`src/rtl/aac_pkg.sv`:
```
// Shared widths, register map, reset values and stage types for the ARGB compositor.
package aac_pkg;

    localparam int MAX_DIM_DEF = 4096;
    localparam int DIM_W       = 13;
    localparam int OFS_W       = 14;
    localparam int PIX_W       = 32;
    localparam int IDX_W       = 24;
    localparam int CFG_W       = 32;
    localparam int ADDR_W      = 5;
    localparam int IN_W        = 2 * PIX_W;
    localparam int OUT_W       = 56;

    localparam logic [DIM_W-1:0] LOWER_WIDTH_RST  = 13'd640;
    localparam logic [DIM_W-1:0] LOWER_HEIGHT_RST = 13'd480;
    localparam logic [DIM_W-1:0] UPPER_WIDTH_RST  = 13'd640;
    localparam logic [DIM_W-1:0] UPPER_HEIGHT_RST = 13'd480;
    localparam logic [OFS_W-1:0] OFFSET_RST       = 14'd0;

    typedef enum logic [2:0] {
        REG_LOWER_WIDTH  = 3'd0,
        REG_LOWER_HEIGHT = 3'd1,
        REG_UPPER_WIDTH  = 3'd2,
        REG_UPPER_HEIGHT = 3'd3,
        REG_OFFSET_X     = 3'd4,
        REG_OFFSET_Y     = 3'd5
    } t_reg_idx;

    // Position of one pixel in the lower frame, handed from the raster stage to the blend stage.
    typedef struct packed {
        logic             in_frame;
        logic             last;
        logic [DIM_W-1:0] lx;
        logic [DIM_W-1:0] ly;
        logic [DIM_W-1:0] lw;
    } t_pos;

endpackage

```
`src/rtl/argb_alpha_compositor_unit.sv`:
```
// Top level of the ARGB8888 source-over compositor with raster tracking and clipping.
//
//  Channel   Direction  Beat contents
//  s_axis    in         tdata: upper_pixel[31:0], lower_pixel[63:32]
//  m_axis    out        tdata: blended_pixel, lower_index; tuser: write_enable; tlast: frame_last
//  apb       in/out     six registers at 4*i: lower/upper width and height, offset x, offset y
//
// One beat is accepted per clock while m_axis is ready; results pass both register stages.
// The raster counter update and clipping sit in the first register stage, the 8x8 channel
// products and the row-by-width index multiply in the second.
// Synchronous active-low reset clears the counters, valid flags and registers to their defaults.
// A stall on m_axis holds the result register and backs up through both stages to s_axis.
module argb_alpha_compositor_unit #(
    parameter int MAX_DIM = aac_pkg::MAX_DIM_DEF
) (
    input  logic                          i_clk,
    input  logic                          i_rst_n,
    input  logic                          s_axis_tvalid,
    output logic                          s_axis_tready,
    input  logic [aac_pkg::IN_W-1:0]      s_axis_tdata,  // upper_pixel, lower_pixel
    output logic                          m_axis_tvalid,
    input  logic                          m_axis_tready,
    output logic [aac_pkg::OUT_W-1:0]     m_axis_tdata,  // blended_pixel, lower_index
    output logic                          m_axis_tuser,  // write_enable
    output logic                          m_axis_tlast,
    input  logic                          psel,
    input  logic                          penable,
    input  logic                          pwrite,
    input  logic [aac_pkg::ADDR_W-1:0]    paddr,
    input  logic [aac_pkg::CFG_W-1:0]     pwdata,
    output logic [aac_pkg::CFG_W-1:0]     prdata,
    output logic                          pready
);

    logic [aac_pkg::DIM_W-1:0] r_lower_width, r_lower_height, r_upper_width, r_upper_height;
    logic [aac_pkg::OFS_W-1:0] r_offset_x, r_offset_y;
    logic                      cfg_wr;
    aac_pkg::t_reg_idx         reg_sel;

    logic                      st_valid, st_ready;
    logic [aac_pkg::PIX_W-1:0] st_upper, st_lower;
    aac_pkg::t_pos             st_pos;
    logic [aac_pkg::PIX_W-1:0] res_pixel;
    logic [aac_pkg::IDX_W-1:0] res_index;

    assign pready  = 1'b1;
    assign cfg_wr  = psel && penable && pwrite;
    assign reg_sel = aac_pkg::t_reg_idx'(paddr[4:2]);

    always_ff @(posedge i_clk) begin
        if (!i_rst_n) begin
            r_lower_width  <= aac_pkg::LOWER_WIDTH_RST;
            r_lower_height <= aac_pkg::LOWER_HEIGHT_RST;
            r_upper_width  <= aac_pkg::UPPER_WIDTH_RST;
            r_upper_height <= aac_pkg::UPPER_HEIGHT_RST;
            r_offset_x     <= aac_pkg::OFFSET_RST;
            r_offset_y     <= aac_pkg::OFFSET_RST;
        end else if (cfg_wr) begin
            unique case (reg_sel)
                aac_pkg::REG_LOWER_WIDTH:  r_lower_width  <= pwdata[aac_pkg::DIM_W-1:0];
                aac_pkg::REG_LOWER_HEIGHT: r_lower_height <= pwdata[aac_pkg::DIM_W-1:0];
                aac_pkg::REG_UPPER_WIDTH:  r_upper_width  <= pwdata[aac_pkg::DIM_W-1:0];
                aac_pkg::REG_UPPER_HEIGHT: r_upper_height <= pwdata[aac_pkg::DIM_W-1:0];
                aac_pkg::REG_OFFSET_X:     r_offset_x     <= pwdata[aac_pkg::OFS_W-1:0];
                aac_pkg::REG_OFFSET_Y:     r_offset_y     <= pwdata[aac_pkg::OFS_W-1:0];
                default: ;
            endcase
        end
    end

    always_comb begin
        unique case (reg_sel)
            aac_pkg::REG_LOWER_WIDTH:  prdata = aac_pkg::CFG_W'(r_lower_width);
            aac_pkg::REG_LOWER_HEIGHT: prdata = aac_pkg::CFG_W'(r_lower_height);
            aac_pkg::REG_UPPER_WIDTH:  prdata = aac_pkg::CFG_W'(r_upper_width);
            aac_pkg::REG_UPPER_HEIGHT: prdata = aac_pkg::CFG_W'(r_upper_height);
            aac_pkg::REG_OFFSET_X:     prdata = aac_pkg::CFG_W'(r_offset_x);
            aac_pkg::REG_OFFSET_Y:     prdata = aac_pkg::CFG_W'(r_offset_y);
            default:                   prdata = '0;
        endcase
    end

    aac_raster #(
        .MAX_DIM(MAX_DIM)
    ) u_raster (
        .i_clk          (i_clk),
        .i_rst_n        (i_rst_n),
        .i_valid        (s_axis_tvalid),
        .o_ready        (s_axis_tready),
        .i_upper        (s_axis_tdata[aac_pkg::PIX_W-1:0]),
        .i_lower        (s_axis_tdata[aac_pkg::IN_W-1:aac_pkg::PIX_W]),
        .i_lower_width  (r_lower_width),
        .i_lower_height (r_lower_height),
        .i_upper_width  (r_upper_width),
        .i_upper_height (r_upper_height),
        .i_offset_x     (r_offset_x),
        .i_offset_y     (r_offset_y),
        .o_valid        (st_valid),
        .i_ready        (st_ready),
        .o_upper        (st_upper),
        .o_lower        (st_lower),
        .o_pos          (st_pos)
    );

    aac_blend u_blend (
        .i_clk          (i_clk),
        .i_rst_n        (i_rst_n),
        .i_valid        (st_valid),
        .o_ready        (st_ready),
        .i_upper        (st_upper),
        .i_lower        (st_lower),
        .i_pos          (st_pos),
        .o_valid        (m_axis_tvalid),
        .i_ready        (m_axis_tready),
        .o_pixel        (res_pixel),
        .o_index        (res_index),
        .o_write_enable (m_axis_tuser),
        .o_last         (m_axis_tlast)
    );

    assign m_axis_tdata = {res_index, res_pixel};

endmodule

```
`src/rtl/aac_raster.sv`:
```
// Raster position counters, lower-frame clipping and the input register stage.
module aac_raster #(
    parameter int MAX_DIM = aac_pkg::MAX_DIM_DEF
) (
    input  logic                        i_clk,
    input  logic                        i_rst_n,
    input  logic                        i_valid,
    output logic                        o_ready,
    input  logic [aac_pkg::PIX_W-1:0]   i_upper,
    input  logic [aac_pkg::PIX_W-1:0]   i_lower,
    input  logic [aac_pkg::DIM_W-1:0]   i_lower_width,
    input  logic [aac_pkg::DIM_W-1:0]   i_lower_height,
    input  logic [aac_pkg::DIM_W-1:0]   i_upper_width,
    input  logic [aac_pkg::DIM_W-1:0]   i_upper_height,
    input  logic [aac_pkg::OFS_W-1:0]   i_offset_x,
    input  logic [aac_pkg::OFS_W-1:0]   i_offset_y,
    output logic                        o_valid,
    input  logic                        i_ready,
    output logic [aac_pkg::PIX_W-1:0]   o_upper,
    output logic [aac_pkg::PIX_W-1:0]   o_lower,
    output aac_pkg::t_pos               o_pos
);

    localparam int CW    = $clog2(MAX_DIM);
    localparam int POS_W = ((CW > aac_pkg::OFS_W) ? CW : aac_pkg::OFS_W) + 2;
    localparam int DW    = aac_pkg::DIM_W;

    function automatic logic [DW-1:0] dim_eff(input logic [DW-1:0] v);
        if (v == '0) begin
            return DW'(1);
        end
        if (32'(v) > MAX_DIM) begin
            return DW'(MAX_DIM);
        end
        return v;
    endfunction

    logic [CW-1:0]             r_col, r_row;
    logic                      r_valid;
    logic [aac_pkg::PIX_W-1:0] r_upper, r_lower;
    aac_pkg::t_pos             r_pos;

    logic [DW-1:0]             lw_eff, lh_eff, uw_eff, uh_eff;
    logic signed [POS_W-1:0]   lx, ly;
    logic                      x_in, y_in, col_wrap, row_wrap, accept;
    logic [CW:0]               col_inc, row_inc;
    logic [CW-1:0]             n_col, n_row;
    aac_pkg::t_pos             n_pos;

    assign lw_eff = dim_eff(i_lower_width);
    assign lh_eff = dim_eff(i_lower_height);
    assign uw_eff = dim_eff(i_upper_width);
    assign uh_eff = dim_eff(i_upper_height);

    assign lx = $signed(POS_W'(r_col)) + POS_W'($signed(i_offset_x));
    assign ly = $signed(POS_W'(r_row)) + POS_W'($signed(i_offset_y));

    assign x_in = !lx[POS_W-1] && (lx[POS_W-2:0] < (POS_W-1)'(lw_eff));
    assign y_in = !ly[POS_W-1] && (ly[POS_W-2:0] < (POS_W-1)'(lh_eff));

    assign col_inc  = {1'b0, r_col} + (CW+1)'(1);
    assign row_inc  = {1'b0, r_row} + (CW+1)'(1);
    assign col_wrap = POS_W'(col_inc) >= POS_W'(uw_eff);
    assign row_wrap = POS_W'(row_inc) >= POS_W'(uh_eff);

    assign o_ready = !r_valid || i_ready;
    assign accept  = i_valid && o_ready;

    always_comb begin
        n_pos.in_frame = x_in && y_in;
        n_pos.last     = col_wrap && row_wrap;
        n_pos.lx       = lx[DW-1:0];
        n_pos.ly       = ly[DW-1:0];
        n_pos.lw       = lw_eff;
        if (col_wrap) begin
            n_col = '0;
            n_row = row_wrap ? '0 : row_inc[CW-1:0];
        end else begin
            n_col = col_inc[CW-1:0];
            n_row = r_row;
        end
    end

    always_ff @(posedge i_clk) begin
        if (!i_rst_n) begin
            r_col   <= '0;
            r_row   <= '0;
            r_valid <= 1'b0;
        end else begin
            if (accept) begin
                r_col   <= n_col;
                r_row   <= n_row;
                r_valid <= 1'b1;
            end else if (i_ready) begin
                r_valid <= 1'b0;
            end
        end
    end

    always_ff @(posedge i_clk) begin
        if (accept) begin
            r_upper <= i_upper;
            r_lower <= i_lower;
            r_pos   <= n_pos;
        end
    end

    assign o_valid = r_valid;
    assign o_upper = r_upper;
    assign o_lower = r_lower;
    assign o_pos   = r_pos;

endmodule

```
`src/rtl/aac_blend.sv`:
```
// Source-over blend, lower-frame index and the result register stage.
module aac_blend (
    input  logic                        i_clk,
    input  logic                        i_rst_n,
    input  logic                        i_valid,
    output logic                        o_ready,
    input  logic [aac_pkg::PIX_W-1:0]   i_upper,
    input  logic [aac_pkg::PIX_W-1:0]   i_lower,
    input  aac_pkg::t_pos               i_pos,
    output logic                        o_valid,
    input  logic                        i_ready,
    output logic [aac_pkg::PIX_W-1:0]   o_pixel,
    output logic [aac_pkg::IDX_W-1:0]   o_index,
    output logic                        o_write_enable,
    output logic                        o_last
);

    localparam int DW = aac_pkg::DIM_W;

    // Approximates c*a/255 as ((c*a + 128) * 257) >> 16.
    function automatic logic [8:0] scale255(input logic [7:0] c, input logic [7:0] a);
        logic [16:0] t;
        logic [24:0] s;
        t = ({9'b0, c} * {9'b0, a}) + 17'd128;
        s = {8'b0, t} + {t, 8'b0};
        return s[24:16];
    endfunction

    logic                      r_valid, r_we, r_last;
    logic [aac_pkg::PIX_W-1:0] r_pixel;
    logic [aac_pkg::IDX_W-1:0] r_index;

    logic [7:0]                ua, la, ia;
    logic [9:0]                sum;
    logic [aac_pkg::PIX_W-1:0] mix, n_pixel;
    logic [2*DW-1:0]           idx_full;
    logic                      load;

    assign ua = i_upper[31:24];
    assign la = i_lower[31:24];
    assign ia = 8'd255 - ua;

    always_comb begin
        mix = '0;
        for (int ch = 0; ch < 3; ch++) begin
            sum = 10'(scale255(i_upper[8*ch +: 8], ua)) + 10'(scale255(i_lower[8*ch +: 8], ia));
            mix[8*ch +: 8] = sum[7:0];
        end
        sum = 10'(ua) + 10'(scale255(la, ia));
        mix[31:24] = sum[7:0];

        if (!i_pos.in_frame) begin
            n_pixel = '0;
        end else if (ua == 8'hFF || la == 8'h00) begin
            n_pixel = i_upper;
        end else if (ua == 8'h00) begin
            n_pixel = i_lower;
        end else begin
            n_pixel = mix;
        end
    end

    assign idx_full = ((2*DW)'(i_pos.ly) * (2*DW)'(i_pos.lw)) + (2*DW)'(i_pos.lx);

    assign o_ready = !r_valid || i_ready;
    assign load    = i_valid && o_ready;

    always_ff @(posedge i_clk) begin
        if (!i_rst_n) begin
            r_valid <= 1'b0;
        end else if (load) begin
            r_valid <= 1'b1;
        end else if (i_ready) begin
            r_valid <= 1'b0;
        end
    end

    always_ff @(posedge i_clk) begin
        if (load) begin
            r_pixel <= n_pixel;
            r_index <= i_pos.in_frame ? idx_full[aac_pkg::IDX_W-1:0] : '0;
            r_we    <= i_pos.in_frame;
            r_last  <= i_pos.last;
        end
    end

    assign o_valid        = r_valid;
    assign o_pixel        = r_pixel;
    assign o_index        = r_index;
    assign o_write_enable = r_we;
    assign o_last         = r_last;

endmodule
```
`config.mk`:
```
export PLATFORM = sky130hd
export DESIGN_NAME = argb_alpha_compositor_unit
export DESIGN_NICKNAME = d
export VERILOG_FILES = /design/src/rtl/aac_pkg.sv /design/src/rtl/argb_alpha_compositor_unit.sv /design/src/rtl/aac_raster.sv /design/src/rtl/aac_blend.sv
export SDC_FILE = /design/constraint.sdc
export NUM_CORES = 2
export LEC_CHECK = 0
export BUFFER_PORTS_ARGS = -buffer_cell sky130_fd_sc_hd__buf_2
export CAP_MARGIN = 10
export CORE_MARGIN = 3
export CORE_UTILIZATION = 37
export DETAILED_ROUTE_END_ITERATION = 10
export GPL_TIMING_DRIVEN = 0
export PLACE_DENSITY_LB_ADDON = 0.12
export REMOVE_ABC_BUFFERS = 1
export SYNTH_ARGS = -nofsm -noshare
export SYNTH_HDL_FRONTEND = slang
export SYNTH_SLANG_ARGS = --single-unit
```
`constraint.sdc`:
```
create_clock -name i_clk -period 13.9 [get_ports i_clk]
set_clock_uncertainty 0.05 [all_clocks]
set_input_delay 4.17 -clock i_clk [delete_from_list [all_inputs] [get_ports i_clk]]
set_output_delay 4.17 -clock i_clk [all_outputs]
set_load 0.005 [all_outputs]
```
Yosys cells after proc, flatten, opt, wreduce, memory -nomap -nowiden:

Cells that the tools add are included.

* memories kept: 0
* ROM bits: 0
* input bits: 108
* bits in writable memories: 0
* latch bits: 0
* flip-flop bits (word level): 269
* output and inout port bits: 93
* logic and storage cells: 135

* bitwise logic cells: 0
* reduce and logical (&&, ||, !) cells: 31
* equality and inequality tests: 6
* div/mod/pow operators: 0
* multiply operators: 8
* muxes and demuxes: 37
* shift operators: 0
* add/subtract/negate cells: 24
* order comparisons: 8

Operators with widths (number)
* 2-to-1 mux 13 bit: 16
* adder 17 x 24 -> 24 bit: 7
* adder 16 x 8 -> 17 bit, second input constant: 7
* multiplier 8 x 8 -> 16 bit: 7
* case mux 14 bit (6 select lines): 1
* 2-to-1 mux 32 bit: 2
* greater-than comparator 13 bit, second input constant: 4
* logical NOT 13 bit: 4
* adder 8 bit: 4
* adder 13 x 14 -> 15 bit: 2
* less-than comparator 15 x 13 -> 1 bit: 2
* adder 12 x 1 -> 13 bit, second input constant: 2
* greater-or-equal comparator 13 bit: 2
* adder 24 x 13 -> 24 bit: 1
* multiplier 13 x 13 -> 24 bit: 1
* 2-to-1 mux 12 bit: 2
* logical NOT 8 bit: 2
* 2-to-1 mux 1 bit: 16
* AND reduction 2 bit: 7
* equality test 8 bit, second input constant: 1
* logical AND 1 bit: 8
* subtractor 8 bit, first input constant: 1
* equality test 3 x 2 -> 1 bit, second input constant: 2
* equality test 3 bit, second input constant: 2
* other kinds (5): 11

Depth between registers and ports, before layout:

* depth after elaboration: 8
* gate-level depth with buffers: 39
* depth with buffers taken out: 37

Hierarchy:

From an unflattened synthesis, not the netlist that was laid out.

* cell total of the unflattened synthesis: 4163
* area, all modules: 38445.6 um2

By module, submodules not included
* aac_blend: times used 1, area an instance 27416.3 um2, cells each 3110
* aac_raster: times used 1, area an instance 7219.4 um2, cells each 657
* argb_alpha_compositor_unit: times used 1, area an instance 3809.9 um2, cells each 396

Least setup slack after synthesis:

Ideal clock, no wire load.

* kind: input to output
* start point: input paddr[3] (netlist bit)
* end point: output prdata[5] (netlist bit)
* setup slack: 4139 ps
* cell stages on the path: 5
* arrival: 5541 ps
* path buffers: 3
* data required time: 9680 ps
* cells stage by stage: clkbuf_1 > clkbuf_1 > clkbuf_1 > a31oi_1 > o22ai_1

* longest elaborated chain between the ends: 2
* elaborated cells on any way between the ends: 7

Ends and longest elaborated chain
* from (decl): line argb_alpha_compositor_unit.sv:29 `input logic [aac_pkg::ADDR_W-1:0] paddr,`
* equality test 3 bit, or another cell as far along: line argb_alpha_compositor_unit.sv:72 `unique case (reg_sel)`
* case mux 14 bit (6 select lines) *: line argb_alpha_compositor_unit.sv:72
* to (decl): line argb_alpha_compositor_unit.sv:31 `output logic [aac_pkg::CFG_W-1:0] prdata,`

Every way passes the cells marked *; elsewhere a longest branch is shown, timed or not.

Worst setup path in the final report:

* start point: input paddr[4] (netlist bit)
* end point: output prdata[3] (netlist bit)

Same word-level chain as after synthesis.

==> metrics.md <==
| Metric | Value |
|---|---|
| Status | `finished, final reports clean` |
| Top cell type's share of synthesized area | `20.3%` |
| Starting DRC count in detailed routing | `1501` |
| Worst setup SP type | `input port` |
| RSZ-0062 raised after global routing | `no` |
| Via count | `29700` |
| Drt wl/cell | `18.3 um` |
| Total power | `0.00957 W` |
| First-pass GRT wire length | `170 mm` |
| Synth top area cells | `fa_1 20%, ha_1 17%, edfxtp_1 13%` |
| Critical path data required time | `9.68 ns` |
| Setup Fix Bufs, Post-CTS | `0` |
| Crit Path Category | `input port to output pin` |
| Synth Area in Compound Gates | `12.3%` |
| Post-Syn Area | `0.0389 sq mm` |
| Minimum clock period | `10.33 ns` |
| CP Capture Type | `output pin` |
| Critical path buffer and inverter count | `2` |
| Largest family of logic cells by synthesized area | `adder cells` |
| Critical R2R Launch | `u_raster.o_upper[26]$_DFFE_PP_` |
| Min-delay worst type | `register to register` |
| Pleak | `20.0 nW` |
| Crit path top cell by count | `buf_2` |
| Fmax | `96.8 MHz` |
| Die height | `330 um` |
| Cells after Synth | `4347` |
| Fraction of registers with async set or reset after synthesis | `0%` |
| Grt ovf | `0` |
| Post-route setup TNS | `0 ns` |
| Sequential-to-total area share from yosys stat | `18.0%` |
| # hold bufs at CTS | `0` |
| DRC viols | `0` |
| Post-synth top flop | `edfxtp_1` |
| Quantity of I/O buffers inserted on ports | `161` |
| CP Max Fanout | `32` |
| Fill cell count | `10500` |
| Layout cells sized above 1 | `7.12%` |
| Worst-Skew Late Latency | `0.63 ns` |
| DIE WIDTH | `330 um` |
| Largest net degree at the start of global routing | `97` |
| Core area | `0.104 sq mm` |
| Top Metal Used | `met4` |
| Metal3 WL | `3.75 mm` |
| Crit path from | `paddr[4]` |
| Slowest stage cell, crit path | `nor2b_1` |
| Post-Synth Adder-Cell Area | `37.2%` |
| Post-synthesis simple-gate area fraction | `18.8%` |
| Delay-heaviest family, CP | `simple AND/OR/NAND/NOR gates` |
| Place WS | `3.64 ns` |
| Clock sink total | `269` |
| Root Driver | `clkbuf_16` |
| Worst-margin pin slew | `1.12 ns` |
| # resized after CTS | `0` |
| Die area | `0.109 sq mm` |
| CTS tree | `done` |
| Vias in the first global route | `30100` |
| Pwr Density | `223 mW/mm^2` |
| Syn avg cell area | `8.95 sq um` |
| CP arrival | `6.11 ns` |
| Synth area leader | `fa_1` |
| Fin. max-slew vios | `0` |
| # setup viols final | `0` |
| Tcrit/Tclk final | `74.3%` |
| Crit path largest cell delay | `0.73 ns` |
| Area grow syn2layout | `10.4%` |
| Starting Density | `37.4%` |
| WL met1 | `51.9 mm` |
| Max IR drop VDD | `0.221 mV` |
| XOR/XNOR share of the synthesized area | `4.82%` |
| Fin. Hold Viols | `0` |
| Cell breakdown of the critical path | `buf_2, nor2b_1, a211oi_1, a21oi_1, buf_2` |
| Met2 wire length | `48.9 mm` |
| Fin Hold WS | `0.370 ns` |
| Nets@finish | `5450` |
| I/O pins | `201` |
| Layout Cell Area excl Fill | `0.0429 sq mm` |
| CTS Buffer Depth | `3` |
| DRT Pass-1 Iters | `5` |
| Post-synthesis mux area share | `0.965%` |
| Routed vias/inst | `5.09` |
| Post-synth EDFFs | `163` |
| Row count | `118` |
| Placed cell areas | `0.0416 sq mm` |
| Yosys warns | `0` |
| Yosys reg bits | `269` |
| All-layer global routing usage | `19.8%` |
| Top-count cell post-synth | `inv_1` |
| Worst setup margin | `3.57 ns` |
| Final WL | `107 mm` |
| DRT antenna net count | `0` |
| Synth cell types | `97` |
| Max-Cap Viols | `0` |
| H-tree depth | `2` |
| Routability cong. | `0.817` |
| HPWL Detailed | `83.7 mm` |
| Worst slew margin | `25.0%` |
| Top cells by count, synth | `620 x inv_1, 524 x ha_1, 475 x nand2_1` |
| Worst-path clk slew | `0.05 ns` |
| Hold_sp | `u_raster.o_pos[39]$_DFFE_PP_` |
| Cts bufs inserted | `39` |
| Initial antenna violation count | `8` |
worst paths after layout:
path / depth (start not counted) / slack (ns) / end
worst max-delay path: 5 / 3.57 / prdata[3]
worst min-delay path: 0 / 0.37 / u_blend.o_last$_DFFE_PP_
worst max register to register: 35 / 3.87 / u_blend.o_pixel[15]$_SDFFCE_PN0P_
worst min register to register: 0 / 0.37 / u_blend.o_last$_DFFE_PP_
state kept, by name, summed over array words and instances, names as in the netlist, 13 cells and up:
signal / count
u_raster.o_lower: 32
u_raster.o_upper: 32
r_lower_width: 13
r_offset_x: 14
u_raster.o_pos: 41
r_offset_y: 14
r_lower_height: 13
u_blend.o_index: 24
r_upper_width: 13
r_upper_height: 13
u_blend.o_pixel: 32
cells by family after synthesis:
| group | count (synthesis) |
|---|---|
| compound gates | 693 |
| xor+xnor | 202 |
| fa+ha+maj | 920 |
| buf+inv | 794 |
| flops | 269 |
| mux | 34 |
| other cells | 2 |
| simple gates | 1433 |
layout by cell type, fill, tap and decap left out, drive strengths merged, types with 26 or more instances in the layout:
master,count
dfxtp,106
nand2,475
o21bai,28
inv,624
a21o,63
and2,223
a21oi,149
a211oi,31
a21boi,86
clkbuf,45
xnor2,140
nor2b,202
nand2b,94
o21a,32
a31oi,26
fa,394
edfxtp,163
xor2,57
o211ai,33
buf,193
nor2,161
nand3,79
o21ai,112
nor3,47
ha,524
worst reg2reg max path: cells and delay by family, from the launching register on:
kind / cells / cell delay, ns
multiplexers: 1 / 0.25
AO/OA/AOI/OAI: 11 / 2.44
AND/OR/NAND/NOR: 6 / 1.20
adder cells (fa/ha/maj): 7 / 3.09
flip-flops: 1 / 0.95
buffers and inverters: 6 / 0.94
XOR/XNOR: 4 / 0.86
power by group:
part / internal (W) / switching [W] / total [W]
registers: 0.00115 / 0.0000860 / 0.00123
clock network: 0.000639 / 0.000437 / 0.00108
logic: 0.00316 / 0.00410 / 0.00726
total: 0.00495 / 0.00462 / 0.00957
layer usage:
metal | GRT usage, % | up-vias
met5 | 0 | -
met4 | 4.10 | 0
met3 | 2.12 | 92
met2 | 32.4 | 466
met1 | 28.2 | 14600
li1 | - | 14600
cell type report:
type	count	area [sq um]	share of cell area, %
Multi-Input combinational cell	3301	28900	67.4
Sequential cell	269	7020	16.3
Inverter	620	2330	5.42
Tap cell	1380	1730	4.02
Timing Repair Buffer	193	1580	3.68
Clock buffer	45	998	2.33
Clock inverter	27	363	0.845
Antenna cell	1	2.50	0.00583
per-stage QoR:
step           std cells  utilization (%)
2_1_floorplan       4190                -
3_3_place_gp        5731             39.2
3_5_place_dp        5763             40.0
4_1_cts             5835             41.3
5_1_grt             5835             41.3
6_report            5836             41.3
Power figures use the tool's default switching activity.
